$ cat src/hdl/vdi_ram.sv
// Generic single-write, single-read synchronous RAM with registered read data.
module vdi_ram #(
   parameter int WIDTH = 8,
   parameter int DEPTH = 16
) (
   input  logic                     clock,
   input  logic                     wr_en,
   input  logic [$clog2(DEPTH)-1:0] wr_addr,
   input  logic [WIDTH-1:0]         wr_data,
   input  logic                     rd_en,
   input  logic [$clog2(DEPTH)-1:0] rd_addr,
   output logic [WIDTH-1:0]         rd_data
);

   logic [WIDTH-1:0] mem [DEPTH];
   logic [WIDTH-1:0] rd_data_ff;

   always_ff @(posedge clock) begin
      if (wr_en) begin
         mem[wr_addr] <= wr_data;
      end
      if (rd_en) begin
         rd_data_ff <= mem[rd_addr];
      end
   end

   assign rd_data = rd_data_ff;

endmodule

$ cat config.mk
export PLATFORM = sky130hd
export DESIGN_NAME = vdi_ram
export DESIGN_NICKNAME = d
export VERILOG_FILES = /design/src/hdl/vdi_ram.sv
export SDC_FILE = /design/constraint.sdc
export NUM_CORES = 1
export LEC_CHECK = 0
export CAP_MARGIN = 10
export CORE_ASPECT_RATIO = 1.4
export CORE_UTILIZATION = 30
export CTS_CLUSTER_DIAMETER = 40
export DETAILED_ROUTE_END_ITERATION = 10
export DONT_BUFFER_PORTS = 1
export PLACE_DENSITY = 0.43
export SYNTH_ARGS = -nofsm -noshare
export SYNTH_HDL_FRONTEND = slang
export SYNTH_SLANG_ARGS = --single-unit
$ cat constraint.sdc
create_clock -name clock -period 2.2 [get_ports clock]
set_input_delay 0.22 -clock clock [delete_from_list [all_inputs] [get_ports clock]]
set_output_delay 0.22 -clock clock [all_outputs]
set_load 0.005 [all_outputs]
=== Word level (Yosys, flattened, before mapping) ===
Memory sizes are Yosys's and may differ from the RTL's. A register that Yosys moved wholly into a read port is not among the register bits.
Index checks and enable logic that the tools add are counted.

* Input port bits: 19
* RAM bits: 128
* Memories kept: 1
* Bits in latches: 0
* Bits in read-only memories: 0
* Bits in registers: 0
* Word-level logic and storage cells: 3
* Output and inout port bits: 8

{| class="wikitable"
|+ Memory list
! name !! depth !! bits a word !! rd ports !! clocked after memory_dff !! wr ports !! RTL line !! RTL
|-
| mem || 16 || 8 || 1 || 1 || 1 || 15 || <nowiki>logic [WIDTH-1:0] mem [DEPTH];</nowiki>
|}

* Multiply operators: 0
* Reduce and logical (&&, ||, !) cells: 0
* $lt $le $gt $ge: 0
* Equality and inequality tests: 0
* Add/sub/neg operators: 0
* Bitwise operators: 0
* Muxes and demuxes: 2
* Div/mod/pow operators: 0
* Shift operators: 0

{| class="wikitable"
|+ Operators with widths
! operator !! count
|-
| $mux W1 || 2
|}

=== Logic depth before layout (Yosys ltp) ===
* Depth in word-level cells: 2
* Mapped depth: 5

=== Worst setup path before layout ===
Ideal clock, no wire load.

* Path kind: in2reg
* Start: input port wr_addr[2]
* End: memory mem[0][0] (enable)
* Setup slack: 0.487 ns
* Cell stages on the path: 2
* Required time: 1.817 ns
* Buffers on the path: 0
* Data arrival time: 1.330 ns
* Path through: or3b_2 -> nor3_1

{| class="wikitable"
|+ RTL lines
! what !! RTL line !! RTL
|-
| from (decl) || 8 || <nowiki>input logic [$clog2(DEPTH)-1:0] wr_addr,</nowiki>
|-
| to (decl) || 15 ||
|}

No word-level cell before the write port.

==> Flow_metrics.wiki <==
{| class="wikitable"
! Metric !! Value
|-
| Run status || complete, no violations
|-
| Portion of the clock cycle consumed by the worst path in the final layout || 69.6%
|-
| Post-synthesis cell type count || 18
|-
| Kind of cell with the highest combined delay on the critical path || multiplexers
|-
| Number of global-route vias before repair || 2,585
|-
| Initial Util || a little under a third
|-
| Hold Fails Final Rpt || 0
|-
| Combined global-route utilization of all metal layers || 13.5%
|-
| Count of maximum capacitance violations || 0
|-
| Measured slew at the worst slew-check pin || 0.759 ns
|-
| RSZ-0062 raised after global routing || no
|-
| Cell breakdown of the critical path || mux4_2 > a22oi_1 > nand2_1
|-
| Sum of internal, switching and leakage power || approximately 5.7 mW
|-
| Crit end category || flip-flop
|-
| Peak Freq || approximately 650 MHz
|-
| Syn_area_per_cell || between 20 and 25 um^2
|-
| Total of flip-flops plus latches after synthesis || ~140
|-
| CTS Root Buffer Type || sky130_fd_sc_hd__clkbuf_16
|-
| Die Ht || between 150 and 200 um
|-
| Remaining antenna violation count || 0
|-
| Number of rows in the core area || between 50 and 60
|-
| Maximum vdd ir drop || 0.388 mV
|-
| Fillcell total || ~1,600
|-
| Count of buffers from port buffering || 0
|-
| Pin count of the biggest net entering global routing || 33
|-
| Die X-Extent || 114 um
|-
| Leakage component of the power || approximately 2 nW
|-
| Area of the core || between 0.015 and 0.02 mm^2
|-
| Worst Path Buf+Inv || 0
|-
| Biggest fanout along the worst timing path || 1
|-
| Number of warnings reported in the yosys synthesis log || 0
|-
| Detailed-routing iteration count for the pre-antenna-repair pass || 4
|-
| Post-Route WL || between 10,000 and 15,000 um
|-
| GP Congestion || ~0.7
|-
| Share of post-route cells with drive strength above 1 || a little under a quarter
|-
| Antenna violations before repair || 0
|-
| Clk pin slew, worst setup/hold paths || ~0.06 ns
|-
| Leading cell types in the layout, fill and taps excluded || 136 x sky130_fd_sc_hd__edfxtp_1, 18 x sky130_fd_sc_hd__mux4_2, 18 x sky130_fd_sc_hd__buf_4
|-
| Register area share after synthesis || between 70% and 80%
|-
| Pins over their slew limit || 0
|-
| Kind of critical path || flip-flop to flip-flop
|-
| Biggest cell delay along the critical path || about 0.48 ns
|-
| DRC errors left || 0
|-
| Worst-case clock buffer depth || 2
|-
| IO Count || 27
|-
| Wire length of the first global-routing pass || around 16,000 um
|-
| Worst setup margin || 0.669 ns
|-
| Net count reported at finish || approximately 280
|-
| Final-report setup violation count || 0
|-
| Via count normalized by instance count || 4.58
|-
| Ant. Diodes || 0
|-
| Most common cell after layout, fill and taps aside || sky130_fd_sc_hd__edfxtp_1
|-
| Skew-Pair Late Insertion Delay || 0.40 ns
|-
| CTS tree || done
|-
| Drt wl/cell || ~22 um
|-
| Crit path time final || between 1.5 and 2 ns
|-
| Worst endpoint required time || 2.34 ns
|-
| Post-Synthesis Cells || approximately 230
|-
| Post-synthesis instance area || roughly 0.0052 mm^2
|-
| CP Data Arrival Time || ~1.7 ns
|-
| PwrDens || just over 900 mW/mm^2
|-
| Via count || 2,336
|-
| Startpoint class of the critical path || flip-flop
|-
| Clock buffers created by TritonCTS || 17
|-
| Pre-CTS setup slack || 0.674 ns
|-
| Number of violations reported at the end of detailed-routing iteration 0 || 100
|-
| Area grow syn2layout || 18.2%
|-
| GRT overflow || 0
|-
| CTS H-Tree Depth || 4
|-
| Placed wire-length estimate || 6900 um
|-
| Smallest hold slack || 0.202 ns
|-
| Final-layout setup total negative slack || 0 ns
|-
| Class of the tightest hold or removal check || primary input to flip-flop
|-
| Post-Synthesis Net Count || around 250
|-
| Overall die area || roughly 0.018 mm^2
|-
| Worst clock skew on the final layout || 0.00652 ns
|-
| Rel. slew slack || between 40 and 50%
|-
| Master of the slowest instance on the critical path || sky130_fd_sc_hd__mux4_2
|-
| Num Clock Sinks || 136
|}
-- layout make-up --
type                            count  area, um^2  share of cell area, %
Sequential cell                   136        4080                   66.1
Tap cell                          232         290                   4.70
Timing Repair Buffer               27         225                   3.64
Multi-Input combinational cell     83        1060                   17.1
Clock buffer                       22         444                   7.19
Clock inverter                     10        80.1                   1.30
-- stage by stage --
stage	area, um^2	utilization (%)	std cells
2_1_floorplan	5230	-	229
3_3_place_gp	5570	33.0	469
3_5_place_dp	5570	33.0	469
4_1_cts	6180	36.6	510
5_1_grt	6180	36.6	510
6_report	6180	36.6	510
-- cell usage after synthesis, drive strengths merged --
| cell type | instances | area [um^2] |
|---|---|---|
| a22oi | 16 | 120 |
| and2 | 1 | 6.26 |
| and2b | 1 | 7.51 |
| buf | 7 | 56.3 |
| clkdlybuf4s25 | 3 | 30.0 |
| edfxtp | 136 | 4080 |
| mux4 | 32 | 773 |
| nand2 | 9 | 33.8 |
| nand2b | 2 | 12.5 |
| nand3 | 1 | 5.00 |
| nand3b | 2 | 15.0 |
| nor2 | 13 | 48.8 |
| nor2b | 1 | 6.26 |
| nor3 | 4 | 20.0 |
| or3b | 1 | 8.76 |
-- registers in the layout, indices dropped and copies added (netlist names) --
name,cells
mem,128
rd_data,8
-- repair_timing --
item | in CTS | in global routing
buffers inserted | 0 | 0
resized for setup | 0 | 0
hold buffers | 9 | 0
endpoints found under the hold margin | 136 | 0
-- cells by family (layout without fill, tap and decap cells) --
logic type             after synthesis  after routing  share of synthesized area, %
flip-flops                         136            136                          78.1
AND/OR/NAND/NOR                     35             35                          3.14
multiplexers                        32             32                          14.8
AO/OA/AOI/OAI                       16             16                          2.30
buffers and inverters               10             59                          1.65
-- routing by layer --
| layer | vias up | track usage (%) | share of wire [%] |
|---|---|---|---|
| li1 | 1051 | - | - |
| met1 | 1227 | 15.5 | 42 |
| met2 | 47 | 23.3 | 53 |
| met3 | 11 | 4.33 | 3.2 |
| met4 | 0 | 5.70 | 1.8 |
| met5 | - | 0 | 0 |
-- final timing paths --
path,start,to,slack [ns],cells past startpoint
min reg2reg,mem[12][0],rd_data[0],0.75,3
min,wr_addr[0],mem[0][4],0.20,2
max,mem[3][6],rd_data[6],0.67,3
max reg2reg,mem[3][6],rd_data[6],0.67,3
-- where the power goes --
group,switching [mW],internal [mW],leakage [nW]
registers,0.0182,2.92,1.24
logic,0.112,0.0991,0.504
clock network,0.974,1.54,0.259
total,1.10,4.56,2.00
Note: power is estimated with default switching activity, not from simulation.
